[src/rtl/core/vmwd_pkg.sv]
// ============================================================================
// vmwd_pkg
// Shared types and constants of the video-memory write decoder: opcodes,
// sequencer states, memory geometry and the request bundle that passes from
// the address decoder to the memory block.
// ============================================================================
package vmwd_pkg;

    // Memory geometry
    localparam int PAT_IDX_W  = 12;  // {tile, pixel row}: one plane byte per row
    localparam int NAME_IDX_W = 11;  // {table row, table column}
    localparam int ATTR_IDX_W = 7;   // {table, block row, block column}
    localparam int PAL_IDX_W  = 5;
    localparam int PAL_DEPTH  = 32;
    localparam int CLR_W      = 12;  // clearing pass covers the largest store

    // Palette constants
    localparam logic [5:0] PAL_RESET    = 6'h0F;
    localparam logic [5:0] PAL_BLACK    = 6'h0F;
    localparam logic [5:0] PAL_BG_BLACK = 6'h0D;

    // Table geometry
    localparam logic [4:0] TBL_ROWS = 5'd30;

    // Address step sizes
    localparam logic [15:0] STEP_COL = 16'd1;
    localparam logic [15:0] STEP_ROW = 16'd32;

    typedef enum logic [2:0] {
        OP_LATCH        = 3'd0,
        OP_WRITE_STEP1  = 3'd1,
        OP_WRITE_STEP32 = 3'd2,
        OP_READ_PIXEL   = 3'd3,
        OP_READ_NAME    = 3'd4,
        OP_READ_ATTR    = 3'd5,
        OP_READ_PAL     = 3'd6,
        OP_NOP          = 3'd7
    } op_t;

    typedef enum logic [2:0] {
        RD_NONE  = 3'd0,
        RD_PIXEL = 3'd1,
        RD_NAME  = 3'd2,
        RD_ATTR  = 3'd3,
        RD_PAL   = 3'd4
    } rd_kind_t;

    typedef enum logic [3:0] {
        ST_CLEAR = 4'b0001,
        ST_IDLE  = 4'b0010,
        ST_EXEC  = 4'b0100,
        ST_RESP  = 4'b1000
    } state_t;

    // Access request from the decoder
    typedef struct packed {
        logic                   pat0_we;
        logic                   pat1_we;
        logic                   name_we;
        logic                   attr_we;
        logic                   pal_we;
        logic [PAT_IDX_W-1:0]   pat_idx;
        logic [NAME_IDX_W-1:0]  name_idx;
        logic [ATTR_IDX_W-1:0]  attr_idx;
        logic [PAL_IDX_W-1:0]   pal_idx;
        logic [7:0]             wdata;
        rd_kind_t               rd_kind;
        logic [2:0]             pix_col;
        logic [1:0]             attr_quad;
    } mem_req_t;

    // Control from the sequencer
    typedef struct packed {
        logic             clear;
        logic [CLR_W-1:0] clr_idx;
        logic             exec;
    } mem_ctl_t;

endpackage

[src/rtl/core/vmwd_decode.sv]
// ============================================================================
// vmwd_decode
// Address decoder shared by all opcodes: turns the video address (writes) or
// the read coordinates (reads) into one memory access request.
// ============================================================================
module vmwd_decode (
    input  vmwd_pkg::op_t      op,
    input  logic [15:0]        video_addr,
    input  logic [7:0]         data,
    input  logic [8:0]         read_tile,
    input  logic [4:0]         read_row,
    input  logic [5:0]         read_col,
    output vmwd_pkg::mem_req_t req
);

    logic is_write;
    logic is_pal;
    logic is_pat;
    logic is_name;

    // Region decode: bit 13 low: pattern, 0x3Fxx palette, 0x3xxx mirrors tables
    assign is_write = (op == vmwd_pkg::OP_WRITE_STEP1) || (op == vmwd_pkg::OP_WRITE_STEP32);
    assign is_pal   = (video_addr[13:8] == 6'h3F);
    assign is_pat   = !video_addr[13];
    assign is_name  = (video_addr[9:5] < vmwd_pkg::TBL_ROWS);

    always_comb begin
        req           = '0;
        req.wdata     = data;
        req.rd_kind   = vmwd_pkg::RD_NONE;
        req.pix_col   = read_col[2:0];
        req.attr_quad = {read_row[1], read_col[1]};
        if (is_write) begin
            // Write form: index from the video address
            req.pat_idx  = {video_addr[12:4], video_addr[2:0]};
            req.name_idx = {video_addr[9:5], video_addr[10], video_addr[4:0]};
            req.attr_idx = {video_addr[10], video_addr[5:0]};
            req.pal_idx  = video_addr[4:0];
            if (is_pat) begin
                req.pat0_we = !video_addr[3];
                req.pat1_we = video_addr[3];
            end else if (is_pal) begin
                req.pal_we = 1'b1;
            end else if (is_name) begin
                req.name_we = 1'b1;
            end else begin
                req.attr_we = 1'b1;
            end
        end else begin
            // Read form: index from the read coordinates
            req.pat_idx  = {read_tile, read_row[2:0]};
            req.name_idx = {read_row, read_col};
            req.attr_idx = {read_col[5], read_row[4:2], read_col[4:2]};
            req.pal_idx  = read_col[4:0];
            unique case (op)
                vmwd_pkg::OP_READ_PIXEL: req.rd_kind = vmwd_pkg::RD_PIXEL;
                vmwd_pkg::OP_READ_NAME:
                    req.rd_kind = (read_row < vmwd_pkg::TBL_ROWS) ? vmwd_pkg::RD_NAME
                                                                  : vmwd_pkg::RD_NONE;
                vmwd_pkg::OP_READ_ATTR:
                    req.rd_kind = (read_row < vmwd_pkg::TBL_ROWS) ? vmwd_pkg::RD_ATTR
                                                                  : vmwd_pkg::RD_NONE;
                vmwd_pkg::OP_READ_PAL:   req.rd_kind = vmwd_pkg::RD_PAL;
                default:                 req.rd_kind = vmwd_pkg::RD_NONE;
            endcase
        end
    end

endmodule

[config.mk]
export PLATFORM = sky130hd
export DESIGN_NAME = vmwd_decode
export DESIGN_NICKNAME = d
export VERILOG_FILES = /design/src/rtl/core/vmwd_pkg.sv /design/src/rtl/core/vmwd_decode.sv
export SDC_FILE = /design/constraint.sdc
export NUM_CORES = 1
export LEC_CHECK = 0
export BUFFER_PORTS_ARGS = -buffer_cell sky130_fd_sc_hd__buf_2
export CORE_MARGIN = 1.5
export CORE_UTILIZATION = 30
export DETAILED_ROUTE_END_ITERATION = 7
export GPL_ROUTABILITY_DRIVEN = 0
export PLACE_DENSITY_LB_ADDON = 0.2
export SLEW_MARGIN = 40
export SYNTH_ARGS = -nofsm -noshare
export SYNTH_HDL_FRONTEND = slang
export SYNTH_SLANG_ARGS = --single-unit
[constraint.sdc]
create_clock -name vclk -period 2
set_input_delay 0.5 -clock vclk [all_inputs]
set_output_delay 0.5 -clock vclk [all_outputs]
set_load 0.02 [all_outputs]
* Yosys cells after proc, flatten, opt, wreduce, memory -nomap -nowiden
Cells that the tools add are included.
** Word-level totals
- Memories kept :: 0
- RAM bits :: 0
- Word-level logic and storage cells :: 23
- ROM bits :: 0
- Bits of input ports :: 47
- Bits in latches :: 0
- Output and inout port bits :: 56
- Register bits after elaboration :: 0
** Cells by class
- Multiplexer cells :: 12
- Shifts and indexed selects :: 0
- $mul :: 0
- Equality and inequality tests :: 7
- Divide/modulo/power cells :: 0
- Bitwise gates (word level) :: 0
- $add $sub $neg :: 0
- Reductions and logical operators :: 2
- $lt $le $gt $ge :: 2
** Operators with widths (count)
- $mux 35 :: 1
- $pmux 3 s4 :: 1
- $lt 5x5->1 const B :: 2
- $eq 3x3->1 const B :: 3
- $mux 2 :: 4
- $eq 3x2->1 const B :: 2
- $eq 6x6->1 const B :: 1
- $mux 3 :: 2
- $mux 5 :: 1
- $eq 3x1->1 const B :: 1
- $mux 1 :: 3
- $logic_not 1->1 :: 1
- $logic_or 1x1->1 :: 1

* Longest topological paths before layout
Gate-level depths: netlist (run 1).
- Depth after elaboration :: 5
- Gate-level depth with buffers :: 5
- Depth with buffers taken out :: 3

* Worst setup path after synthesis (run 1)
Ideal clock, no wire load.
- Kind :: input -> output
- Start :: input op[1]
- End :: output req[33] in the netlist's numbering
- Arrival :: 1.531 ns
- Stages :: 5
- Required time :: 1.500 ns
- Path buffers :: 2
- Slack :: -0.031 ns
- Cell sequence :: xnor2_2 nor2_4 buf_6 mux2_2 buf_4
** RTL lines
- start: declaration :: line vmwd_decode.sv:7 : input vmwd_pkg::op_t op,
- end: declaration :: line vmwd_decode.sv:13 : output vmwd_pkg::mem_req_t req

==> results of run 1 <==
[power by group through the flow]
stage	Sequential [W]	Clock, W	Combinational, W
4_1_cts	0	0	0.000343
2_1_floorplan	0	0	0.000255
3_5_place_dp	0	0	0.000342
5_1_grt	0	0	0.000462
6_report	0	0	0.000436
3_3_place_gp	0	0	0.000338
[critical path, delay by kind of cell]
family / cells / cell delay, ns
buf+inv: 4 / 0.55
simple gates: 1 / 0.12
mux: 1 / 0.32
xor+xnor: 1 / 0.14
[metrics by stage]
stage          utilization  setup slack (ns)  hold slack, ns  instance area [um2]  setup TNS [ns]
3_5_place_dp         0.503            -0.126            1.00                  987           -3.61
2_1_floorplan            -           -0.0308            1.08                  642         -0.0872
4_1_cts              0.503            -0.127            1.00                  987           -3.62
5_1_grt              0.636            -0.173            1.00                 1250           -4.66
6_report             0.636            -0.127            1.00                 1250           -3.05
3_3_place_gp         0.503            -0.112            1.00                  987           -3.15
[synthesized netlist by cell type]
| master | number | area share |
|---|---|---|
| buf_4 | 19 | 0.23 |
| nand2_1 | 1 | 0.0059 |
| buf_6 | 3 | 0.054 |
| and3_1 | 1 | 0.0099 |
| nand3_1 | 1 | 0.0079 |
| nor2_4 | 1 | 0.018 |
| o21a_1 | 1 | 0.012 |
| and3b_1 | 2 | 0.028 |
| mux2_2 | 27 | 0.48 |
| and4bb_2 | 1 | 0.020 |
| nor2_1 | 1 | 0.0059 |
| nor4_1 | 1 | 0.0099 |
| and4b_1 | 1 | 0.016 |
| nand4_1 | 2 | 0.020 |
| nor4b_1 | 1 | 0.014 |
| mux2_1 | 2 | 0.036 |
| nor2b_1 | 1 | 0.0099 |
| xnor2_2 | 1 | 0.026 |
[layout by cell type (no fill, tap or decap), types with 2 or more instances in the layout]
cell       count
buf_2         63
buf_6         17
mux2_2        14
mux2_4        13
buf_4         11
nand4_1        2
mux2_1         2
and3b_1        2
clkbuf_16      2
buf_12         2
[area by class of cell]
class                      instances  area [um2]
fill                             177         713
timing repair buffer              96         694
multi-input combinational         45         520
tap                               27        33.8
[worst paths after layout]
| kind | start | endpoint | slack [ns] | cells after the start |
|---|---|---|---|---|
| worst max-delay path | op[1] | req[37] | -0.13 | 7 |
| worst min-delay path | data[6] | req[14] | 1.00 | 0 |
[layer usage]
| metal | wire length [um] | vias to the layer above | share of wire | GRT usage |
|---|---|---|---|---|
| met5 | 0 | - | 0 | 0 |
| met3 | 207 | 0 | 0.095 | 0.0276 |
| met4 | 0 | 0 | 0 | 0 |
| met2 | 1150 | 49 | 0.53 | 0.281 |
| met1 | 808 | 353 | 0.37 | 0.177 |
| li1 | - | 378 | - | - |
[logic make-up after synthesis]
family / Yosys count
XOR/XNOR: 1
AO/OA/AOI/OAI: 1
multiplexers: 29
AND/OR/NAND/NOR: 14
buffers and inverters: 22
[repair_timing]
item                                    in CTS  in global routing
setup buffers                                0                  4
endpoints found under the setup margin      35                 37
gates resized for setup                      0                 53
gates cloned                                 0                  2
==> reports/results.ini, run 1 <==
[min_path]
hold_class=in -> out

[timing]
slew-limit-headroom=0.839
period_needed_ns=2.13
tightest_slew_ns=0.239
rsz0062_at_grt=yes
hold_viol_final=0
finalSetupViolations=35
fin_crit_sh=1.06
final-max-slew-violation-count=0
fin_ws_ns=-0.127
max_freq_mhz=470

[layout]
layout.nets=190
seq_cells=0
diodes=0
area_delta_synth_final_pct=98.0
seq_area_um2=0
fin_cells=168
nClkBuffers=0
drive_gt1_frac=0.901

[detailed_routing]
vias_per_cell=4.64
finalWirelength_mm=2.17
dr_total_vias=780
drt_iter0_markers=2
drc_errors=0
post_drt_wl_per_cell_um=12.9
firstDrtPassIters=3
ant_nets=0

[worst_setup_path]
start_kind=primary input
crit_path_end_kind=output pin
crit_chain=buf_8 > xnor2_4 > nor2_4 > buf_4 > clkbuf_16 > mux2_2 > buf_2
critPathMaxStageDelay_ns=0.32
path_class=in -> out
crit_arrival_ns=1.63
crit_required_ns=1.50
cp_slowest_cell=mux2_2
crit_fanout=8

[status]
status=finished with violations
violations=negative setup slack

[synth]
synth_fa_ha_area_frac=0
synth_top_family_by_area=multiplexers
syn_avg_cell_area_um2=9.41
synth_cells=67
synth.distinct_cells=18
synth-simple-area-share=0.165
yosys.area_share.xor_xnor=0.0258
synth-compound-area-share=0.0119
synthesis.nets=114
synth_mux_area_frac=0.518
yosysSeqAreaShare=0
netlist_area_um2=631
yosys_warnings=0

[die]
initial_core_util=0.321
die_area_um2=2390
die_w_um=48.8
die_y_um=48.8
row_count=16
ioPinCount=103
core-area_um2=1960

[grt]
gr-total-overflow=0
grt_pass1_vias=657
grt_pass1_wl_mm=2.94
antenna_found_initial=0
track_usage=0.146
grt_max_degree=18

[pwr]
peakVddDrop_mv=0.173
powerDensity_nw_per_um2=349
p_switching_w=0.000206
swShare=0.473
power_w=0.000436
pwr-share-comb=1.000
p_leak_nw=0.672
power.internal_w=0.000230
pwr-share-clk=0
share_seq_of_total_power=0

[placed_design]
port_buffers=85
dp.cells=162
dp_hpwl_mm=1.59

[run]
cap_violations=0

[clock_tree]
cts_hold_buffers=0

Power figures use the tool's default switching activity.
==> run 2, diff against run 1 <==
==> constraint.sdc (replaced) <==
create_clock -name vclk -period 2
set_input_delay 0 -clock vclk [all_inputs]
set_output_delay 0 -clock vclk [all_outputs]
set_load 0.02 [all_outputs]
==> reports/results.ini, run 2 (synthesized netlist as in run 1, its figures left out) <==
[status]
status=completed

[timing]
period_needed_ns=1.39
slew-limit-headroom=0.709
finalSetupViolations=0
fin_crit_sh=0.693
max_freq_mhz=722
rsz0062_at_grt=no
tightest_slew_ns=0.436
fin_setup_tns_ns=0
holdWs_ns=0.00000778
final-max-slew-violation-count=0
hold_viol_final=0

[die]
die_y_um=48.8
die_w_um=48.8
die_area_um2=2390
row_count=16
initial_core_util=0.321
ioPinCount=103
core-area_um2=1960

[worst_setup_path]
crit_fanout=18
crit_required_ns=2.00
startpoint=op[1]
path_class=in -> out
crit_path_end_kind=output pin
crit_arrival_ns=1.39
start_kind=primary input

[run]
cap_violations=0

[layout]
seq_area_um2=0
drive_gt1_frac=0.885
diodes=0
fin_cells=158
nClkBuffers=0
area_delta_synth_final_pct=48.0
multi_input_area_um2=454
layout_common_cells=buf_2 (85), mux2_2 (27), nand4_1 (2), mux2_1 (2), and3b_1 (2)
seq_cells=0
layout_commonest_cell=buf_2
utilization=0.476
num-fill-cells=217
layout.nets=180

[grt]
grt_pass1_wl_mm=2.78
gr-total-overflow=0
grt_pass1_vias=602
grt_max_degree=19
antenna_found_initial=0
track_usage=0.136

[clock_tree]
cts_resized=0
post_cts_buffers=0
cts_hold_buffers=0

[placed_design]
port_buffers=85
dp.cells=158
dp_hpwl_mm=1.48

[detailed_routing]
drt_iter0_markers=7
firstDrtPassIters=3
dr_total_vias=711
ant_nets=0
post_drt_wl_per_cell_um=11.1
vias_per_cell=4.50
finalWirelength_mm=1.75
drc_errors=0

[min_path]
hold_class=in -> out
min_from=data[1]

[pwr]
peakVddDrop_mv=0.135
powerDensity_nw_per_um2=346
p_leak_nw=0.514

run 2: area by class of cell:
type               count  share of cell area
multi-input cells     45               0.487
well taps             27              0.0362
repair buffers        86               0.477
run 2: through the flow:
stage	worst slack [ns]	total power, W	cell area, um2
6_report	0.615	0.000323	933
5_1_grt	0.530	0.000347	933
2_1_floorplan	0.969	0.000251	631
3_5_place_dp	0.601	0.000324	933
4_1_cts	0.605	0.000326	933
3_3_place_gp	0.625	0.000322	933
run 2: worst paths after layout:
| path | end | cells past startpoint |
|---|---|---|
| worst max-delay path | req[33] | 6 |
| worst min-delay path | req[9] | 0 |
run 2: where the power goes:
part	internal [W]	switching, W	total (W)
registers	0	0	0
clock network	0	0	0
logic	0.000141	0.000182	0.000323
run 2: routing by layer:
metal  wire, um  track usage  part of all wire
met5          0            0                 0
met4          0            0                 0
met3        171       0.0184             0.098
met2        852        0.249              0.49
met1        722        0.178              0.41
run 2: worst max-delay path: stages:
cell,delay [ns]
buf_2,0.13
xnor2_2,0.17
nor2_4,0.36
buf_12,0.21
mux2_2,0.35
buf_2,0.16
==> run 3, diff against run 2 <==
--- a/config.mk
+++ b/config.mk
@@ -7,7 +7,7 @@
 export LEC_CHECK = 0
 export BUFFER_PORTS_ARGS = -buffer_cell sky130_fd_sc_hd__buf_2
 export CORE_MARGIN = 1.5
-export CORE_UTILIZATION = 30
+export CORE_UTILIZATION = 27
 export DETAILED_ROUTE_END_ITERATION = 7
 export GPL_ROUTABILITY_DRIVEN = 0
 export PLACE_DENSITY_LB_ADDON = 0.2
==> constraint.sdc (replaced) <==
create_clock -name vclk -period 1.2
set_input_delay 0 -clock vclk [all_inputs]
set_output_delay 0 -clock vclk [all_outputs]
set_load 0.02 [all_outputs]
==> reports/results.ini, run 3 (synthesized netlist as in run 1, its figures left out) <==
[worst_setup_path]
start_kind=primary input
crit_family=buffers and inverters
cpMostUsedCell=buf_2
critPathMaxStageDelay_ns=0.34
path_class=in -> out
crit_fanout=18
cp_slowest_cell=mux2_2
crit_required_ns=1.20
crit_chain=buf_2 > xnor2_2 > nor2_4 > buf_12 > mux2_2 > buf_2
crit_path_end_kind=output pin
cp.buffers_inverters=3
crit_arrival_ns=1.12

[pwr]
p_leak_nw=0.522
power_w=0.000551
peakVddDrop_mv=0.225
powerDensity_nw_per_um2=577

[detailed_routing]
finalWirelength_mm=1.80
dr_total_vias=731
drt_iter0_markers=8
firstDrtPassIters=4
vias_per_cell=4.57
drc_errors=0
ant_nets=0
post_drt_wl_per_cell_um=11.2

[timing]
finalSetupViolations=0
period_needed_ns=1.12
final-max-slew-violation-count=0
fin_crit_sh=0.933
tightest_slew_ns=0.237
rsz0062_at_grt=no
slew-limit-headroom=0.840
fin_setup_tns_ns=0
max_freq_mhz=893
hold_viol_final=0

[grt]
track_usage=0.120
grt_max_degree=19
grt_pass1_vias=582
antenna_found_initial=0
grt_pass1_wl_mm=2.55
gr-total-overflow=0

[die]
die_y_um=51.3
ioPinCount=103
die_w_um=51.3
initial_core_util=0.285
row_count=17
die_area_um2=2630
core-area_um2=2210

[clock_tree]
cts_resized=0
cts_hold_buffers=0
post_cts_buffers=0

[layout]
drive_gt1_frac=0.886
nClkBuffers=0
diodes=0
area_delta_synth_final_pct=51.4
layout.nets=181
seq_cells=0
layout_commonest_cell=buf_2
layout_common_cells=buf_2 (85), mux2_2 (27)
seq_area_um2=0
num-fill-cells=230
utilization=0.432

[run]
cap_violations=0

[placed_design]
port_buffers=85
dp_hpwl_mm=1.54

[status]
status=completed

[min_path]
hold_class=in -> out

[run 3: cell count changes in the layout (fill, tap and decap cells not counted), sizes merged]
cell / change
buf: +1
[run 3: path summary, 6_finish.rpt]
| kind | start | to | slack [ns] | cells past startpoint |
|---|---|---|---|---|
| setup / recovery | op[1] | req[16] | 0.08 | 6 |
| hold / removal | data[7] | req[15] | 0.00002 | 0 |
[run 3: final cells by class]
class | count | area, um2 | share of cell area
multi-input cells | 45 | 454 | 0.476
repair buffers | 87 | 465 | 0.488
well taps | 28 | 35.0 | 0.0367
[run 3: through the flow]
| step | instances | setup slack [ns] | hold slack [ns] | instance area [um2] |
|---|---|---|---|---|
| 6_report | 160 | 0.0799 | 0.0000166 | 955 |
| 5_1_grt | 160 | 0.0173 | 0.0000324 | 955 |
| 4_1_cts | 160 | 0.0715 | 0.000137 | 955 |
| 3_5_place_dp | 160 | 0.0737 | 0.000137 | 955 |
| 3_3_place_gp | 160 | 0.0825 | 0.000137 | 955 |
| 2_1_floorplan | 67 | 0.169 | 0.0824 | 631 |
[run 3: per-layer routing]
layer	wire, um	track usage	vias to the layer above
met1	718	0.154	320
met3	188	0.00877	2
li1	-	-	358
met2	887	0.225	51
met4	2	0.00877	0
met5	0	0	-
[run 3: power breakdown]
part	total, W	internal, W	switching, W
clock network	0	0	0
logic	0.000551	0.000244	0.000307
registers	0	0	0
total	0.000551	0.000244	0.000307
