## src/rtl/core/vmwd_pkg.sv

```systemverilog
// ============================================================================
// vmwd_pkg
// Shared types and constants of the video-memory write decoder: opcodes,
// sequencer states, memory geometry and the request bundle that passes from
// the address decoder to the memory block.
// ============================================================================
package vmwd_pkg;

    // Memory geometry
    localparam int PAT_IDX_W  = 12;  // {tile, pixel row}: one plane byte per row
    localparam int NAME_IDX_W = 11;  // {table row, table column}
    localparam int ATTR_IDX_W = 7;   // {table, block row, block column}
    localparam int PAL_IDX_W  = 5;
    localparam int PAL_DEPTH  = 32;
    localparam int CLR_W      = 12;  // clearing pass covers the largest store

    // Palette constants
    localparam logic [5:0] PAL_RESET    = 6'h0F;
    localparam logic [5:0] PAL_BLACK    = 6'h0F;
    localparam logic [5:0] PAL_BG_BLACK = 6'h0D;

    // Table geometry
    localparam logic [4:0] TBL_ROWS = 5'd30;

    // Address step sizes
    localparam logic [15:0] STEP_COL = 16'd1;
    localparam logic [15:0] STEP_ROW = 16'd32;

    typedef enum logic [2:0] {
        OP_LATCH        = 3'd0,
        OP_WRITE_STEP1  = 3'd1,
        OP_WRITE_STEP32 = 3'd2,
        OP_READ_PIXEL   = 3'd3,
        OP_READ_NAME    = 3'd4,
        OP_READ_ATTR    = 3'd5,
        OP_READ_PAL     = 3'd6,
        OP_NOP          = 3'd7
    } op_t;

    typedef enum logic [2:0] {
        RD_NONE  = 3'd0,
        RD_PIXEL = 3'd1,
        RD_NAME  = 3'd2,
        RD_ATTR  = 3'd3,
        RD_PAL   = 3'd4
    } rd_kind_t;

    typedef enum logic [3:0] {
        ST_CLEAR = 4'b0001,
        ST_IDLE  = 4'b0010,
        ST_EXEC  = 4'b0100,
        ST_RESP  = 4'b1000
    } state_t;

    // Access request from the decoder
    typedef struct packed {
        logic                   pat0_we;
        logic                   pat1_we;
        logic                   name_we;
        logic                   attr_we;
        logic                   pal_we;
        logic [PAT_IDX_W-1:0]   pat_idx;
        logic [NAME_IDX_W-1:0]  name_idx;
        logic [ATTR_IDX_W-1:0]  attr_idx;
        logic [PAL_IDX_W-1:0]   pal_idx;
        logic [7:0]             wdata;
        rd_kind_t               rd_kind;
        logic [2:0]             pix_col;
        logic [1:0]             attr_quad;
    } mem_req_t;

    // Control from the sequencer
    typedef struct packed {
        logic             clear;
        logic [CLR_W-1:0] clr_idx;
        logic             exec;
    } mem_ctl_t;

endpackage

```

## src/rtl/core/vmwd_seq.sv

```systemverilog
// ============================================================================
// vmwd_seq
// Sequencer: clearing pass after reset, input capture, execute beat with the
// video address update, and the result hold until it is taken.
// ============================================================================
module vmwd_seq (
    input  logic               aclk,
    input  logic               aresetn,
    input  logic               s_valid,
    output logic               s_ready,
    input  logic [2:0]         s_opcode,
    input  logic [15:0]        s_address,
    input  logic [7:0]         s_data,
    input  logic [8:0]         s_read_tile,
    input  logic [4:0]         s_read_row,
    input  logic [5:0]         s_read_col,
    output logic               m_valid,
    input  logic               m_ready,
    output logic [15:0]        m_address_now,
    output vmwd_pkg::op_t      op,
    output logic [7:0]         data,
    output logic [8:0]         read_tile,
    output logic [4:0]         read_row,
    output logic [5:0]         read_col,
    output vmwd_pkg::mem_ctl_t ctl
);

    vmwd_pkg::state_t                state_reg, state_next;
    logic [vmwd_pkg::CLR_W-1:0]      clr_cnt_reg;
    logic [15:0]                     vaddr_reg;
    logic [15:0]                     vaddr_next;
    logic [15:0]                     step;
    vmwd_pkg::op_t                   op_reg;
    logic [15:0]                     addr_reg;
    logic [7:0]                      data_reg;
    logic [8:0]                      tile_reg;
    logic [4:0]                      row_reg;
    logic [5:0]                      col_reg;

    assign s_ready = (state_reg == vmwd_pkg::ST_IDLE);
    assign m_valid = (state_reg == vmwd_pkg::ST_RESP);

    // Advance the state
    always_comb begin
        state_next = state_reg;
        unique case (state_reg)
            vmwd_pkg::ST_CLEAR:
                if (&clr_cnt_reg) begin
                    state_next = vmwd_pkg::ST_IDLE;
                end
            vmwd_pkg::ST_IDLE:
                if (s_valid) begin
                    state_next = vmwd_pkg::ST_EXEC;
                end
            vmwd_pkg::ST_EXEC: state_next = vmwd_pkg::ST_RESP;
            vmwd_pkg::ST_RESP:
                if (m_ready) begin
                    state_next = vmwd_pkg::ST_IDLE;
                end
            default: state_next = vmwd_pkg::ST_CLEAR;
        endcase
    end

    always_ff @(posedge aclk) begin
        if (!aresetn) begin
            state_reg   <= vmwd_pkg::ST_CLEAR;
            clr_cnt_reg <= '0;
        end else begin
            state_reg <= state_next;
            if (state_reg == vmwd_pkg::ST_CLEAR) begin
                clr_cnt_reg <= clr_cnt_reg + 1'b1;
            end
        end
    end

    // Capture the input beat
    always_ff @(posedge aclk) begin
        if (s_valid && s_ready) begin
            op_reg   <= vmwd_pkg::op_t'(s_opcode);
            addr_reg <= s_address;
            data_reg <= s_data;
            tile_reg <= s_read_tile;
            row_reg  <= s_read_row;
            col_reg  <= s_read_col;
        end
    end

    // Step the video address by one column or one row, wrapping at 16 bits
    assign step = (op_reg == vmwd_pkg::OP_WRITE_STEP32) ? vmwd_pkg::STEP_ROW
                                                        : vmwd_pkg::STEP_COL;

    always_comb begin
        unique case (op_reg)
            vmwd_pkg::OP_LATCH:        vaddr_next = addr_reg;
            vmwd_pkg::OP_WRITE_STEP1,
            vmwd_pkg::OP_WRITE_STEP32: vaddr_next = vaddr_reg + step;
            default:                   vaddr_next = vaddr_reg;
        endcase
    end

    always_ff @(posedge aclk) begin
        if (!aresetn) begin
            vaddr_reg <= '0;
        end else if (state_reg == vmwd_pkg::ST_EXEC) begin
            vaddr_reg <= vaddr_next;
        end
    end

    assign m_address_now = vaddr_reg;
    assign op            = op_reg;
    assign data          = data_reg;
    assign read_tile     = tile_reg;
    assign read_row      = row_reg;
    assign read_col      = col_reg;

    assign ctl.clear   = (state_reg == vmwd_pkg::ST_CLEAR);
    assign ctl.clr_idx = clr_cnt_reg;
    assign ctl.exec    = (state_reg == vmwd_pkg::ST_EXEC);

endmodule

```

## config.mk

```make
export PLATFORM = sky130hd
export DESIGN_NAME = vmwd_seq
export DESIGN_NICKNAME = d
export VERILOG_FILES = /design/src/rtl/core/vmwd_pkg.sv /design/src/rtl/core/vmwd_seq.sv
export SDC_FILE = /design/constraint.sdc
export NUM_CORES = 1
export LEC_CHECK = 0
export ABC_AREA = 1
export BUFFER_PORTS_ARGS = -buffer_cell sky130_fd_sc_hd__buf_4
export CAP_MARGIN = 10
export CORE_MARGIN = 3
export CORE_UTILIZATION = 54
export CTS_CLUSTER_SIZE = 12
export DETAILED_ROUTE_END_ITERATION = 8
export GPL_ROUTABILITY_DRIVEN = 0
export PLACE_DENSITY = 0.84
export SYNTH_ARGS = -nofsm -noshare
export SYNTH_HDL_FRONTEND = slang
export SYNTH_SLANG_ARGS = --single-unit
export TNS_END_PERCENT = 1
```

## constraint.sdc

```tcl
create_clock -name aclk -period 7.5 [get_ports aclk]
set_clock_uncertainty 0.05 [all_clocks]
set_input_delay 0.375 -clock aclk [delete_from_list [all_inputs] [get_ports aclk]]
set_output_delay 0.375 -clock aclk [all_outputs]
set_load 0.1 [all_outputs]
```

## After elaboration in Yosys (flattened, before gate mapping)

Index checks and enable logic that the tools add are counted.

| storage, ports and cells | value |
|---|---|
| input bits | 51 |
| memories | 0 |
| latch bits | 0 |
| bits in read-only memories | 0 |
| register bits | 79 |
| bits in writable memories | 0 |

| cells by class | value |
|---|---|
| muxes and demuxes | 6 |
| div/mod/pow operators | 0 |
| bitwise gates (word level) | 0 |
| multiply operators | 0 |
| equal/unequal tests | 9 |
| add/sub/neg operators | 2 |
| magnitude comparators | 0 |
| shifts and indexed selects | 0 |
| reduce and logical (&&, ||, !) cells | 7 |

Operators with widths:

| kind | count |
|---|---|
| 16-bit case mux with 2 select lines | 1 |
| 16-bit by 6-bit adder with 16-bit output | 1 |
| 4-bit case mux with 4 select lines | 1 |
| 12-bit by 1-bit adder with 12-bit output, second input constant | 1 |
| 4-bit two-way mux | 3 |
| 12-bit AND reduction | 1 |
| 6-bit two-way mux | 1 |
| 4-bit by 1-bit == test with 1-bit output, second input constant | 1 |
| 4-bit by 2-bit == test with 1-bit output, second input constant | 1 |
| 4-bit by 3-bit == test with 1-bit output, second input constant | 1 |
| 4-bit == test, second input constant | 1 |
| 2-bit by 1-bit inequality test with 1-bit output, second input constant | 2 |
| 3-bit by 1-bit == test with 1-bit output, second input constant | 1 |
| 3-bit by 2-bit == test with 1-bit output, second input constant | 1 |
| 3-bit logical NOT | 1 |
| 3-bit AND reduction | 1 |
| 2-bit inequality test, second input constant | 1 |
| 2-bit AND reduction | 1 |
| 2-bit nonzero test | 1 |
| 2-bit OR reduction | 1 |
| 1-bit logical AND | 1 |

## Depth between registers and ports, before layout

| depth | value |
|---|---|
| depth in word-level cells | 4 |
| depth in mapped cells | 13 |

## Worst setup path before layout

No wires, ideal clock.

| path | value |
|---|---|
| path type | reg2reg |
| start | reg state_reg[3] |
| end | reg addr_reg[0], enable pin |
| clock period less this slack | 5,446 ps |
| arrival | 4,945 ps |
| stages on the path, launching flop included | 6 |
| setup slack | 2,054 ps |
| setup time | 452 ps |
| required time | 6,998 ps |
| path buffers | 0 |
| path through | dfxtp_1 -> nor2_1 -> inv_1 -> nor3_1 -> inv_1 -> nor2_1 |

| between the ends | value |
|---|---|
| word-level cells in the longest chain between the ends | 2 |

Ends and longest elaborated chain:

| item | line | source |
|---|---|---|
| from (decl) | vmwd_seq.sv:28 | `vmwd_pkg::state_t state_reg, state_next;` |
| from (signal assigned) | vmwd_seq.sv:66 | `state_reg <= vmwd_pkg::ST_CLEAR;` |
| from (signal assigned) | vmwd_seq.sv:69 | `state_reg <= state_next;` |
| 4-bit by 2-bit == test with 1-bit output | vmwd_seq.sv:40 | `assign s_ready = (state_reg == vmwd_pkg::ST_IDLE);` |
| via s_ready | vmwd_seq.sv:10 | `output logic s_ready,` |
| 1-bit logical AND | vmwd_seq.sv:78 | `if (s_valid && s_ready) begin` |
| to (signal assigned) | vmwd_seq.sv:80 | `addr_reg <= s_address;` |
| to (decl) | vmwd_seq.sv:34 | `logic [15:0] addr_reg;` |

The timed path passes the listed nets, and every way through them passes these cells.
A chain may end at the register's enable or synchronous reset.

==> impl_results.html <==
<table>
<tr><th>Metric</th><th>Value</th></tr>
<tr><th colspan="2">Power</th></tr>
<tr><td>Final Power</td><td>0.937 mW</td></tr>
<tr><td>Reported leakage power</td><td>1.93 nW</td></tr>
<tr><td>Peak VDD IR</td><td>0.153 mV</td></tr>
<tr><td>Areal power density over the cells</td><td>204 nW/um^2</td></tr>
<tr><th colspan="2">Cells and area</th></tr>
<tr><td>Growth of design area from synthesis to finish</td><td>32.7%</td></tr>
<tr><td>Most common cell after layout, fill and taps aside</td><td>sky130_fd_sc_hd__buf_4</td></tr>
<tr><td>Fillers</td><td>428</td></tr>
<tr><td>Commonest cells after routing, fill and taps aside</td><td>114 x sky130_fd_sc_hd__buf_4, 83 x sky130_fd_sc_hd__nand2_1, 47 x sky130_fd_sc_hd__nor2_1, 47 x sky130_fd_sc_hd__edfxtp_1, 41 x sky130_fd_sc_hd__inv_1</td></tr>
<tr><td>Count of inserted antenna diode cells</td><td>0</td></tr>
<tr><td>Net count of the finished layout</td><td>547</td></tr>
<tr><td>Proportion of layout cells with a drive suffix above 1</td><td>29.6%</td></tr>
<tr><td>Sequential cell area</td><td>2050 sq um</td></tr>
<tr><td>Footprint of the multi-input gates</td><td>1210 sq um</td></tr>
<tr><td>Finished layout cell area</td><td>4600 sq um</td></tr>
<tr><th colspan="2">Hold path</th></tr>
<tr><td>Worst hold start</td><td>s_read_tile[6]</td></tr>
<tr><td>Hold WC Path Type</td><td>input pin to flop</td></tr>
<tr><td>Worst hold path stage count</td><td>1</td></tr>
<tr><td>Worst Hold End</td><td>read_tile[6]$_DFFE_PP_</td></tr>
<tr><th colspan="2">Detailed routing</th></tr>
<tr><td>Post-route DRC violation count</td><td>0</td></tr>
<tr><td>Count of vias placed by the detailed router</td><td>3026</td></tr>
<tr><td>Wl on met1</td><td>3.27 mm</td></tr>
<tr><td>Met3 WL post-DR</td><td>814 um</td></tr>
<tr><td>First-pass detailed-route iteration total</td><td>5</td></tr>
<tr><td>Total wirelength of the detailed-routed design</td><td>8.23 mm</td></tr>
<tr><td>First-iteration detailed-routing DRC count</td><td>262</td></tr>
<tr><td>Vias per inst</td><td>5.29</td></tr>
<tr><td>Routed wire per std cell</td><td>14.4 um</td></tr>
<tr><td>Highest signal layer in the routed design</td><td>met4</td></tr>
<tr><td>Total length of routed met2 wires</td><td>3.98 mm</td></tr>
<tr><td>Number of routed nets with antenna violations</td><td>0</td></tr>
<tr><th colspan="2">Die</th></tr>
<tr><td>Die width</td><td>86.2 um</td></tr>
<tr><td>Initial core utilization</td><td>57.2%</td></tr>
<tr><td>IO Pins</td><td>114</td></tr>
<tr><td>Number of rows created at floorplan</td><td>28</td></tr>
<tr><td>Die Area</td><td>7420 sq um</td></tr>
<tr><td>Die H</td><td>86.2 um</td></tr>
<tr><td>Core footprint</td><td>6060 sq um</td></tr>
<tr><th colspan="2">Global routing</th></tr>
<tr><td>First-pass GRT wire length</td><td>13.5 mm</td></tr>
<tr><td>Global route overflow</td><td>0</td></tr>
<tr><td>Maximum number of pins on one net before global-route repair</td><td>31</td></tr>
<tr><td>Antenna violations before repair</td><td>0</td></tr>
<tr><td>Overall routing resource usage</td><td>23.3%</td></tr>
<tr><td>Number of global-route vias before repair</td><td>2941</td></tr>
<tr><th colspan="2">Timing</th></tr>
<tr><td>Unrepaired setup endpoints after global routing</td><td>no</td></tr>
<tr><td>Highest clock frequency the design can meet</td><td>445 MHz</td></tr>
<tr><td>Part of the cycle the worst path needs</td><td>29.9%</td></tr>
<tr><td>Final hold violations</td><td>0</td></tr>
<tr><td>Finish-stage setup viols</td><td>0</td></tr>
<tr><td>Slew at the pin with the worst max-slew slack</td><td>784 ps</td></tr>
<tr><td>Slew margin rel.</td><td>47.7%</td></tr>
<tr><td>Number of pins with negative max-slew slack in the final report</td><td>0</td></tr>
<tr><td>Time the worst path needs with I/O delays and setup</td><td>2250 ps</td></tr>
<tr><td>Summed negative setup slack over all endpoints</td><td>0 ps</td></tr>
<tr><th colspan="2">Placement</th></tr>
<tr><td>Placement Cell Area</td><td>4370 sq um</td></tr>
<tr><td>PortBufs</td><td>113</td></tr>
<tr><td>Placed wire-length estimate after detailed placement</td><td>5.90 mm</td></tr>
<tr><th colspan="2">Critical path</th></tr>
<tr><td>Depth of the worst register-to-register path</td><td>6</td></tr>
<tr><td>Capturing point of the worst reg2reg path</td><td>addr_reg[15]$_DFFE_PP_</td></tr>
<tr><td>Ordered cell list for the critical path</td><td>nor2_1 -&gt; nand3_1 -&gt; inv_1 -&gt; buf_4</td></tr>
<tr><td>Start of the worst register-to-register path</td><td>state_reg[3]$_SDFFE_PN0P_</td></tr>
<tr><td>Type of origin of the critical path</td><td>flop</td></tr>
<tr><td>Category of the worst setup path capture point</td><td>output port</td></tr>
<tr><td>Family with the most delay on the worst path</td><td>buffers and inverters</td></tr>
<tr><td>Critical path required time</td><td>7070 ps</td></tr>
<tr><td>Cell with the biggest individual delay on the critical path</td><td>sky130_fd_sc_hd__nand3_1</td></tr>
<tr><td>Crit path buffers/inverters</td><td>2</td></tr>
<tr><td>Category of the most critical setup path</td><td>flop to output port</td></tr>
<tr><td>Critical path fanouts, max</td><td>12</td></tr>
<tr><td>Reg-to-reg setup timing slack</td><td>5280 ps</td></tr>
<tr><td>Delay of the slowest cell on the worst path</td><td>380 ps</td></tr>
<tr><td>Arr. time, crit path</td><td>1820 ps</td></tr>
<tr><th colspan="2">Clocking</th></tr>
<tr><td>TritonCTS buffer count</td><td>9</td></tr>
<tr><td>Clock latency reported for the late side of the worst-skew pair</td><td>340 ps</td></tr>
<tr><td>Number of gates resized after cts</td><td>0</td></tr>
<tr><td>Clock transition at the registers of the reported paths</td><td>80 ps</td></tr>
<tr><td>Post-CTS setup repair buffer count</td><td>0</td></tr>
<tr><td>Clk buf depth</td><td>2</td></tr>
<tr><td>H-Tree Depth</td><td>3</td></tr>
<tr><td>Clock tree from TritonCTS</td><td>built</td></tr>
<tr><td>Hold_buf cts</td><td>0</td></tr>
<tr><td>Root cell of the clock tree</td><td>sky130_fd_sc_hd__clkbuf_8</td></tr>
<tr><td>Sink Count</td><td>79</td></tr>
<tr><th colspan="2">Yosys</th></tr>
<tr><td>Number of enable flip-flop cells after synthesis</td><td>47</td></tr>
<tr><td>Synthesized net count</td><td>431</td></tr>
<tr><td>Count of distinct cell types in the synthesized netlist</td><td>34</td></tr>
<tr><td>Async set-reset flop share out of synthesis</td><td>0%</td></tr>
<tr><td>Synth warnings</td><td>0</td></tr>
<tr><td>Proportion of synthesized chip area in sequential cells</td><td>59.1%</td></tr>
<tr><td>Area of the mapped netlist</td><td>3470 sq um</td></tr>
<tr><td>Syn Inst Count</td><td>376</td></tr>
<tr><td>Synthesis-stage register bit count</td><td>79</td></tr>
<tr><td>Leading register cell type out of synthesis</td><td>sky130_fd_sc_hd__edfxtp_1</td></tr>
<tr><td>Post-Syn Area per Cell</td><td>9.23 sq um</td></tr>
<tr><th colspan="2">Flow run</th></tr>
<tr><td>Max-cap violation count</td><td>0</td></tr>
<tr><th colspan="2">Outcome</th></tr>
<tr><td>Status</td><td>completed</td></tr>
</table>
-- power by group --
group	internal, mW	total, mW	switching [mW]
logic	0.0302	0.0946	0.0644
registers	0.464	0.470	0.00528
clock network	0.222	0.373	0.151
total	0.716	0.937	0.221
-- cells by family after synthesis --
family | after synthesis | share of synthesized area [%]
DFF | 79 | 59.1
AOI/OAI and AO/OA | 46 | 7.28
and+or+nand+nor | 194 | 25.1
buffers and inverters | 51 | 6.27
adders and majority gates | 4 | 1.44
xor gates and xnor gates | 2 | 0.721
-- Yosys cell counts, types with 2 or more instances --
master                     count  area share (%)
sky130_fd_sc_hd__a21oi_1      18             2.6
sky130_fd_sc_hd__a21oi_2       4             1.0
sky130_fd_sc_hd__a31oi_1       3            0.54
sky130_fd_sc_hd__buf_2         3            0.43
sky130_fd_sc_hd__buf_4         2            0.43
sky130_fd_sc_hd__buf_6         2            0.65
sky130_fd_sc_hd__clkbuf_1      2            0.22
sky130_fd_sc_hd__dfxtp_1      32              18
sky130_fd_sc_hd__edfxtp_1     47              41
sky130_fd_sc_hd__ha_1          4             1.4
sky130_fd_sc_hd__inv_1        41             4.4
sky130_fd_sc_hd__nand2_1      83             9.0
sky130_fd_sc_hd__nand2_2       2            0.36
sky130_fd_sc_hd__nand3_1      35             5.0
sky130_fd_sc_hd__nand3b_1      5             1.1
sky130_fd_sc_hd__nand4_1       3            0.54
sky130_fd_sc_hd__nor2_1       48             5.2
sky130_fd_sc_hd__nor2_2        2            0.36
sky130_fd_sc_hd__nor3_1        6            0.87
sky130_fd_sc_hd__o21ai_0      17             2.5
sky130_fd_sc_hd__o21ai_1       2            0.29
sky130_fd_sc_hd__or2_2         3            0.54
-- final cells by class --
cell class,instances,area share [%]
clock buffer,11,2.85
clock inverter,5,2.31
inverter,42,3.42
multi-input combinational,246,26.2
sequential,79,44.6
tap,75,2.04
timing repair buffer,114,18.6
-- how the worst max path moves through the flow --
| stage | cells past startpoint | from | end | slack (ps) |
|---|---|---|---|---|
| 3_5_place_dp | 6 | state_reg[3]$_SDFFE_PN0P_ | addr_reg[14]$_DFFE_PP_ | 5300 |
| 3_3_place_gp | 6 | state_reg[3]$_SDFFE_PN0P_ | addr_reg[13]$_DFFE_PP_ | 5370 |
| 4_1_cts | 6 | state_reg[3]$_SDFFE_PN0P_ | addr_reg[15]$_DFFE_PP_ | 5260 |
| 6_report | 4 | state_reg[3]$_SDFFE_PN0P_ | ctl[13] | 5250 |
| 5_1_grt | 6 | state_reg[3]$_SDFFE_PN0P_ | addr_reg[7]$_DFFE_PP_ | 5060 |
| 2_1_floorplan | 5 | state_reg[3]$_SDFFE_PN0P_ | addr_reg[0]$_DFFE_PP_ | 2050 |
-- per-layer routing --
layer	GRT usage (%)	vias to the layer above
li1	-	1483
met1	29.9	1399
met2	36.4	129
met3	6.92	15
met4	10.4	0
met5	0	-
-- through the flow --
stage               hold slack, ps  utilization, %  instances  worst slack (ps)
floorplan                      424               -        376              2050
global placement               431            72.0        556              5370
detailed placement             444            72.0        556              5300
CTS                            143            76.0        572              5260
global route                   133            76.0        572              5060
finish                         154            76.0        572              5250
-- worst reg2reg max path, cell delays in order (launching register included) --
cell	delay [ps]
sky130_fd_sc_hd__dfxtp_1	330
sky130_fd_sc_hd__nor2_1	150
sky130_fd_sc_hd__inv_1	60
sky130_fd_sc_hd__nor3_1	250
sky130_fd_sc_hd__inv_1	160
sky130_fd_sc_hd__nor2_4	410
sky130_fd_sc_hd__buf_4	460
Note: power is estimated with default switching activity, not from simulation.
